$ cat src/yuv2rgb_pkg.sv
// Shared types, constants and coefficient lookup for the packed 4:2:2 to RGB converter.
// No dependencies; used by yuv2rgb_conv and packed_yuv422_to_rgb.

package yuv2rgb_pkg;

	// Matrix selection codes; the unused code falls back to BT.601
	typedef enum logic [1:0] {
		ENC_BT601  = 2'd0,
		ENC_BT709  = 2'd1,
		ENC_BT2020 = 2'd2
	} encoding_t;

	// Configuration register indexes
	localparam logic [1:0] REG_COLOR_ENCODING       = 2'd0;
	localparam logic [1:0] REG_LUMA_POSITION        = 2'd1;
	localparam logic [1:0] REG_BLUE_CHROMA_POSITION = 2'd2;

	localparam int CFG_INDEX_W = 2;
	localparam int CFG_DATA_W  = 2;

	// Reset values of the configuration registers
	localparam logic [1:0] COLOR_ENCODING_RST       = 2'd0;
	localparam logic       LUMA_POSITION_RST        = 1'b0;
	localparam logic [1:0] BLUE_CHROMA_POSITION_RST = 2'd1;

	// Fixed-point arithmetic: 8-bit fraction, sums kept in 20 bits signed
	localparam int SUM_W = 20;
	localparam int COEF_W = 10;
	localparam logic [7:0] Y_OFFSET = 8'd16;
	localparam logic [7:0] C_OFFSET = 8'd128;
	localparam logic [COEF_W-1:0] Y_COEF = 10'd298;
	localparam logic signed [SUM_W-1:0] ROUND_BIAS = 20'sd128;

	typedef struct packed {
		logic [COEF_W-1:0] kr;
		logic [COEF_W-1:0] kgd;
		logic [COEF_W-1:0] kge;
		logic [COEF_W-1:0] kb;
	} coef_t;

	// Chroma coefficients for each standard
	function automatic coef_t coefs(input logic [1:0] enc);
		coef_t k;
		case (enc)
			ENC_BT709: begin
				k = '{kr: 10'd459, kgd: 10'd55, kge: 10'd136, kb: 10'd541};
			end
			ENC_BT2020: begin
				k = '{kr: 10'd430, kgd: 10'd48, kge: 10'd167, kb: 10'd548};
			end
			default: begin
				k = '{kr: 10'd409, kgd: 10'd100, kge: 10'd208, kb: 10'd516};
			end
		endcase
		return k;
	endfunction

endpackage

$ cat src/yuv2rgb_conv.sv
// Combinational YCbCr to RGB matrix for one pixel, with rounding and clipping.
// Depends on yuv2rgb_pkg for coefficients and arithmetic widths.

module yuv2rgb_conv (
	input  logic [1:0] encoding,
	input  logic [7:0] y,
	input  logic [7:0] cb,
	input  logic [7:0] cr,
	output logic [7:0] r,
	output logic [7:0] g,
	output logic [7:0] b
);

	yuv2rgb_pkg::coef_t k;
	logic signed [yuv2rgb_pkg::SUM_W-1:0] c_val, d_val, e_val;
	logic signed [yuv2rgb_pkg::SUM_W-1:0] luma_term;
	logic signed [yuv2rgb_pkg::SUM_W-1:0] sum_r, sum_g, sum_b;

	// Add rounding bias, drop the fraction and saturate to 0..255
	function automatic logic [7:0] clip8(input logic signed [yuv2rgb_pkg::SUM_W-1:0] s);
		logic signed [yuv2rgb_pkg::SUM_W-1:0] v;
		logic [7:0] res;
		v = s + yuv2rgb_pkg::ROUND_BIAS;
		if (v < 0) begin
			res = 8'd0;
		end else if (v[yuv2rgb_pkg::SUM_W-2:16] != '0) begin
			res = 8'd255;
		end else begin
			res = v[15:8];
		end
		return res;
	endfunction

	assign k = yuv2rgb_pkg::coefs(encoding);

	// Remove the offsets from the samples
	assign c_val = yuv2rgb_pkg::SUM_W'(signed'({1'b0, y}))
		- yuv2rgb_pkg::SUM_W'(signed'({1'b0, yuv2rgb_pkg::Y_OFFSET}));
	assign d_val = yuv2rgb_pkg::SUM_W'(signed'({1'b0, cb}))
		- yuv2rgb_pkg::SUM_W'(signed'({1'b0, yuv2rgb_pkg::C_OFFSET}));
	assign e_val = yuv2rgb_pkg::SUM_W'(signed'({1'b0, cr}))
		- yuv2rgb_pkg::SUM_W'(signed'({1'b0, yuv2rgb_pkg::C_OFFSET}));

	// Constant-coefficient products and channel sums
	assign luma_term = c_val * yuv2rgb_pkg::SUM_W'(signed'({1'b0, yuv2rgb_pkg::Y_COEF}));
	assign sum_r = luma_term + e_val * yuv2rgb_pkg::SUM_W'(signed'({1'b0, k.kr}));
	assign sum_g = luma_term - d_val * yuv2rgb_pkg::SUM_W'(signed'({1'b0, k.kgd}))
		- e_val * yuv2rgb_pkg::SUM_W'(signed'({1'b0, k.kge}));
	assign sum_b = luma_term + d_val * yuv2rgb_pkg::SUM_W'(signed'({1'b0, k.kb}));

	assign r = clip8(sum_r);
	assign g = clip8(sum_g);
	assign b = clip8(sum_b);

endmodule

$ cat src/packed_yuv422_to_rgb.sv
// Packed 4:2:2 macropixel to two RGB pixels, one shared converter per cycle.
// Each macropixel waits in the macropixel register while its first, then second pixel
// moves to the pixel register; a new one can enter as the second pixel moves on.
// Throughput: one pixel per cycle while out_stall is low, set by the single converter.
// Reset (arst_n low, asynchronous) empties both stages and loads the register defaults.
// Depends on yuv2rgb_pkg and yuv2rgb_conv.

module packed_yuv422_to_rgb (
	input  logic                                clk,
	input  logic                                arst_n,
	// macropixel channel
	input  logic                                in_valid,
	output logic                                in_stall,
	input  logic [31:0]                         macropixel,
	// pixel channel
	output logic                                out_valid,
	input  logic                                out_stall,
	output logic [7:0]                          red,
	output logic [7:0]                          green,
	output logic [7:0]                          blue,
	output logic                                second_pixel,
	// configuration write channel
	input  logic                                cfg_valid,
	output logic                                cfg_ready,
	input  logic [yuv2rgb_pkg::CFG_INDEX_W-1:0] cfg_index,
	input  logic [yuv2rgb_pkg::CFG_DATA_W-1:0]  cfg_data
);

	logic [1:0]  color_encoding_q;
	logic        luma_position_q;
	logic [1:0]  blue_chroma_position_q;

	logic        valid_s1;
	logic        phase_s1;
	logic [31:0] macropixel_s1;

	logic        valid_s2;
	logic        second_s2;
	logic [7:0]  red_s2, green_s2, blue_s2;

	logic        advance;
	logic        fire;
	logic        accept;
	logic [1:0]  luma_idx, cb_idx, cr_idx;
	logic [7:0]  y_sel, cb_sel, cr_sel;
	logic [7:0]  r_new, g_new, b_new;

	// Configuration registers, always ready
	assign cfg_ready = 1'b1;

	always_ff @(posedge clk or negedge arst_n) begin
		if (!arst_n) begin
			color_encoding_q       <= yuv2rgb_pkg::COLOR_ENCODING_RST;
			luma_position_q        <= yuv2rgb_pkg::LUMA_POSITION_RST;
			blue_chroma_position_q <= yuv2rgb_pkg::BLUE_CHROMA_POSITION_RST;
		end else if (cfg_valid && cfg_ready) begin
			case (cfg_index)
				yuv2rgb_pkg::REG_COLOR_ENCODING: begin
					color_encoding_q <= cfg_data[1:0];
				end
				yuv2rgb_pkg::REG_LUMA_POSITION: begin
					luma_position_q <= cfg_data[0];
				end
				yuv2rgb_pkg::REG_BLUE_CHROMA_POSITION: begin
					blue_chroma_position_q <= cfg_data[1:0];
				end
				default: begin
				end
			endcase
		end
	end

	// Handshake: the pixel register moves when empty or drained; the macropixel
	// register frees once its second pixel moves on
	assign advance  = !valid_s2 || !out_stall;
	assign fire     = valid_s1 && advance;
	assign in_stall = valid_s1 && !(phase_s1 && advance);
	assign accept   = in_valid && !in_stall;

	// Macropixel stage
	always_ff @(posedge clk or negedge arst_n) begin
		if (!arst_n) begin
			valid_s1 <= 1'b0;
			phase_s1 <= 1'b0;
		end else if (accept) begin
			valid_s1 <= 1'b1;
			phase_s1 <= 1'b0;
		end else if (fire && phase_s1) begin
			valid_s1 <= 1'b0;
			phase_s1 <= 1'b0;
		end else if (fire) begin
			phase_s1 <= 1'b1;
		end
	end

	always_ff @(posedge clk) begin
		if (accept) begin
			macropixel_s1 <= macropixel;
		end
	end

	// Pick luma for this phase and the shared chroma bytes
	assign luma_idx = {phase_s1, luma_position_q};
	assign cb_idx   = blue_chroma_position_q;
	assign cr_idx   = {~blue_chroma_position_q[1], blue_chroma_position_q[0]};
	assign y_sel    = macropixel_s1[luma_idx*8 +: 8];
	assign cb_sel   = macropixel_s1[cb_idx*8 +: 8];
	assign cr_sel   = macropixel_s1[cr_idx*8 +: 8];

	yuv2rgb_conv u_conv (
		.encoding (color_encoding_q),
		.y        (y_sel),
		.cb       (cb_sel),
		.cr       (cr_sel),
		.r        (r_new),
		.g        (g_new),
		.b        (b_new)
	);

	// Pixel stage
	always_ff @(posedge clk or negedge arst_n) begin
		if (!arst_n) begin
			valid_s2 <= 1'b0;
		end else if (advance) begin
			valid_s2 <= fire;
		end
	end

	always_ff @(posedge clk) begin
		if (fire) begin
			red_s2    <= r_new;
			green_s2  <= g_new;
			blue_s2   <= b_new;
			second_s2 <= phase_s1;
		end
	end

	assign out_valid    = valid_s2;
	assign red          = red_s2;
	assign green        = green_s2;
	assign blue         = blue_s2;
	assign second_pixel = second_s2;

	// While the second pixel waits, the first must still sit in the pixel register
	a_first_pending: assert property (@(posedge clk) disable iff (!arst_n)
		(valid_s1 && phase_s1) |-> (valid_s2 && !second_s2))
		else $error("second pixel pending without first pixel in output register");

	// A macropixel is only taken into a free or freeing stage
	a_accept_room: assert property (@(posedge clk) disable iff (!arst_n)
		accept |-> (!valid_s1 || (phase_s1 && advance)))
		else $error("macropixel accepted over an unfinished one");

	// A new macropixel always starts with its first pixel
	a_accept_phase: assert property (@(posedge clk) disable iff (!arst_n)
		accept |=> (valid_s1 && !phase_s1))
		else $error("accepted macropixel did not start at first pixel");

endmodule

$ cat config.mk
export PLATFORM = sky130hd
export DESIGN_NAME = packed_yuv422_to_rgb
export DESIGN_NICKNAME = d
export VERILOG_FILES = /design/src/yuv2rgb_pkg.sv /design/src/yuv2rgb_conv.sv /design/src/packed_yuv422_to_rgb.sv
export SDC_FILE = /design/constraint.sdc
export NUM_CORES = 1
export LEC_CHECK = 0
export BUFFER_PORTS_ARGS = -buffer_cell sky130_fd_sc_hd__buf_2
export CORE_ASPECT_RATIO = 0.5
export CORE_MARGIN = 2
export CORE_UTILIZATION = 29
export DETAILED_ROUTE_END_ITERATION = 10
export PLACE_DENSITY = 0.52
export SKIP_LAST_GASP = 1
export SLEW_MARGIN = 20
export SYNTH_ARGS = -nofsm -noshare
export SYNTH_HDL_FRONTEND = slang
export SYNTH_SLANG_ARGS = --single-unit
export TNS_END_PERCENT = 50
$ cat constraint.sdc
create_clock -name clk -period 11.8 [get_ports clk]
set_input_delay 1.18 -clock clk [delete_from_list [all_inputs] [get_ports clk]]
set_output_delay 1.18 -clock clk [all_outputs]
set_load 0.005 [all_outputs]
==> results.yml <==
logic_synthesis:
  syn_area_per_cell_um2: 10.3
  synth_cell_types: 68
  async_flop_share: 0.123
  netlist_instances: 1379
  syn_area_um2: 14200
  ys_warn_count: 0
  seq_area_frac_synth: 0.135
  synth.largest_area_cell: "fa_1"
  synth_edf_count: 57
  synth_top_area_share: 0.318
  ys_ff_latch: 65
  synth_ff_type: "edfxtp_1"
  synth_nets: 1899
  synthTopCellsByArea: "fa_1 32%, ha_1 22%, edfxtp_1 12%"
floorplanning:
  core_um2: 48400
  start_util: 0.293
  dieWidth_um: 317
  io_pins: 69
  dieArea_um2: 50700
  fp-row-count: 57
  die_h_um: 160
drt:
  wl_per_cell_um: 15.4
  avgViaCountPerCell: 4.38
  wl_um: 32400
  num_vias: 9228
  drc_errors: 0
  drtIter0Drc: 415
  ant_nets: 0
  drtPass1Iterations: 5
setup_path:
  required_ns: 12.03
  cp_num_cells: 35
  rr_endpoint: "green[0]"
  cp_max_fo: 9
  cp_top_family: "adder cells"
  crit_path_max_incr_delay_ns: 0.69
  cp.arrival_ns: 10.62
  reg2reg_from: "luma_position_q"
  reg2reg_depth: 35
  cp-start-kind: "flip-flop"
  critPathSlowestCell: "mux4_1"
  r2r_slack_ns: 1.42
  cp_num_buf_inv: 6
  path_class: "flip-flop to flip-flop"
  crit_path_end_kind: "flip-flop"
timing:
  min_period_over_period: 0.880
  setup_tns_ns: 0
  tightest_slew_ns: 0.948
  min_period_ns: 10.38
  finalClockSkew_ns: 0.0112
  finalMaxSlewViolations: 0
  max_freq_mhz: 96.3
  setup_violations: 0
  rsz0062_at_grt: "false"
  hold_viol_final: 0
  relSlewSlack: 0.363
clock_network:
  root_buffer: "clkbuf_16"
  clk_path_buf_depth: 2
  cts.sinks: 65
  post-cts-setup-buffer-count: 0
  numCtsBuffers: 9
  clkSlewWorstSetupHoldPaths_ns: 0.06
  cts_max_level: 3
  clkLatencyLatePin_ns: 0.37
  ctsHoldBuffers: 0
  cts_resized: 0
  tritoncts: "yes"
finish:
  fill_cells: 5036
  syn_to_final_growth_pct: 10.3
  multi_input_area_um2: 10700
  drive_gt1_frac: 0.0907
  nNetsFinal: 1971
  regArea_um2: 1910
global_route:
  antenna_found_initial: 0
  grt_overflow_total: 0
  grt.total_usage: 0.135
  grt_max_degree: 34
  grt_pass1_wl_um: 52700
  grt_pass1_vias: 9730
hold_path:
  worstHoldEndpoint: "out_valid"
  min_path_type: "flip-flop to flip-flop"
  min_path_cells: 1
  min_from: "valid_s1"
placement:
  hpwl_um: 28800
  place.port_buffers: 67
  gp_routability_congestion: 0.848
run_status:
  outcome: "finished clean"
job:
  maxCapViolCount: 0
cells by family (layout without fill, tap and decap cells):
| logic type | count (synthesis) | count (layout) | share of synthesized area |
|---|---|---|---|
| adders and majority gates | 479 | 479 | 0.542 |
| other | 2 | 3 | 0.000530 |
| buffers and inverters | 413 | 490 | 0.111 |
| AOI/OAI and AO/OA | 131 | 131 | 0.0640 |
| xor gates and xnor gates | 53 | 53 | 0.0348 |
| and+or+nand+nor | 208 | 208 | 0.0742 |
| muxes | 28 | 28 | 0.0379 |
| DFF | 65 | 65 | 0.135 |
layer usage:
metal / share of wire / up-vias / track usage
li1: - / 4494 / -
met1: 0.50 / 4591 / 0.194
met2: 0.45 / 119 / 0.210
met3: 0.034 / 24 / 0.0240
met4: 0.017 / 0 / 0.0317
met5: 0 / - / 0
sequential cells by signal, indices dropped and copies added, names as in the netlist:
name / count
blue_chroma_position_q: 2
color_encoding_q: 2
phase_s1: 1
red: 8
out_valid: 1
green: 8
macropixel_s1: 32
blue: 8
valid_s1: 1
luma_position_q: 1
second_pixel: 1
synthesized netlist by cell type (all sizes together) (2+ instances only):
cell type	n
a211oi	6
a21o	10
a21oi	35
a221oi	3
a31oi	4
and2	29
and3	9
buf	7
clkbuf	10
conb	2
dfrtp	7
edfxtp	57
fa	225
ha	254
inv	396
mux2	7
mux2i	3
mux4	18
nand2	54
nand2b	15
nand3	9
nand3b	5
nand4	2
nand4b	2
nor2	49
nor2b	8
nor3	7
nor3b	3
nor4	4
o211a	2
o21a	32
o21ai	21
o21bai	3
o221ai	2
or2	8
or3	2
xnor2	35
xor2	17
per-stage QoR:
step	util	setup slack, ns	cells	hold WS (ns)	area [um2]
after floorplan	-	2.62	1379	0.449	14200
after global routing	0.323	0.681	2105	0.499	15600
after detailed placement	0.317	1.39	2089	0.473	15300
after CTS	0.323	1.38	2105	0.488	15600
after global placement	0.317	1.52	2089	0.470	15300
final	0.323	1.42	2106	0.484	15600
layout by cell type, fill, tap and decap left out, drive strengths merged, types with 3 or more instances in the layout:
master | netlist | final
inv | 396 | 400
dfrtp | 7 | 7
nor4 | 4 | 4
a31oi | 4 | 4
a21oi | 35 | 35
nor3 | 7 | 7
nand3 | 9 | 9
xnor2 | 35 | 35
mux4 | 18 | 18
buf | 7 | 78
xor2 | 17 | 17
o21ai | 21 | 21
and3 | 9 | 9
mux2 | 7 | 7
nand2b | 15 | 15
nor2 | 49 | 49
edfxtp | 57 | 57
a211oi | 6 | 6
nor3b | 3 | 3
nand2 | 54 | 54
nor2b | 8 | 8
o21a | 32 | 32
a221oi | 3 | 3
mux2i | 3 | 3
fa | 225 | 225
and2 | 29 | 29
ha | 254 | 254
o21bai | 3 | 3
a21o | 10 | 10
clkbuf | 10 | 9
or2 | 8 | 8
nand3b | 5 | 5
worst reg2reg max path, delay by kind of cell (launching register included):
| kind | cells | cell delay, ns |
|---|---|---|
| flops | 1 | 0.64 |
| buf+inv | 6 | 0.45 |
| mux | 1 | 0.70 |
| simple gates | 8 | 1.52 |
| fa+ha+maj | 11 | 4.49 |
| xor+xnor | 2 | 0.81 |
| compound gates | 7 | 1.64 |
final cells by class:
type	instances	area share
Multi-Input combinational cell	901	0.684
Sequential cell	65	0.122
Timing Repair Buffer	78	0.0268
Clock inverter	7	0.00545
Inverter	396	0.0952
Antenna cell	1	0.000160
Clock buffer	9	0.0144
Tap cell	649	0.0520
worst max path at each step:
stage                to       startpoint  slack, ns
6_report       green[0]  luma_position_q       1.42
5_1_grt        green[0]  luma_position_q       0.68
4_1_cts        green[0]  luma_position_q       1.38
3_5_place_dp   green[0]  luma_position_q       1.39
3_3_place_gp   green[1]  luma_position_q       1.52
2_1_floorplan  green[0]  luma_position_q       2.62
Power is left out: the tool's default activity adds up to more than one toggle a clock period on the data nets, which glitch-free logic cannot reach.
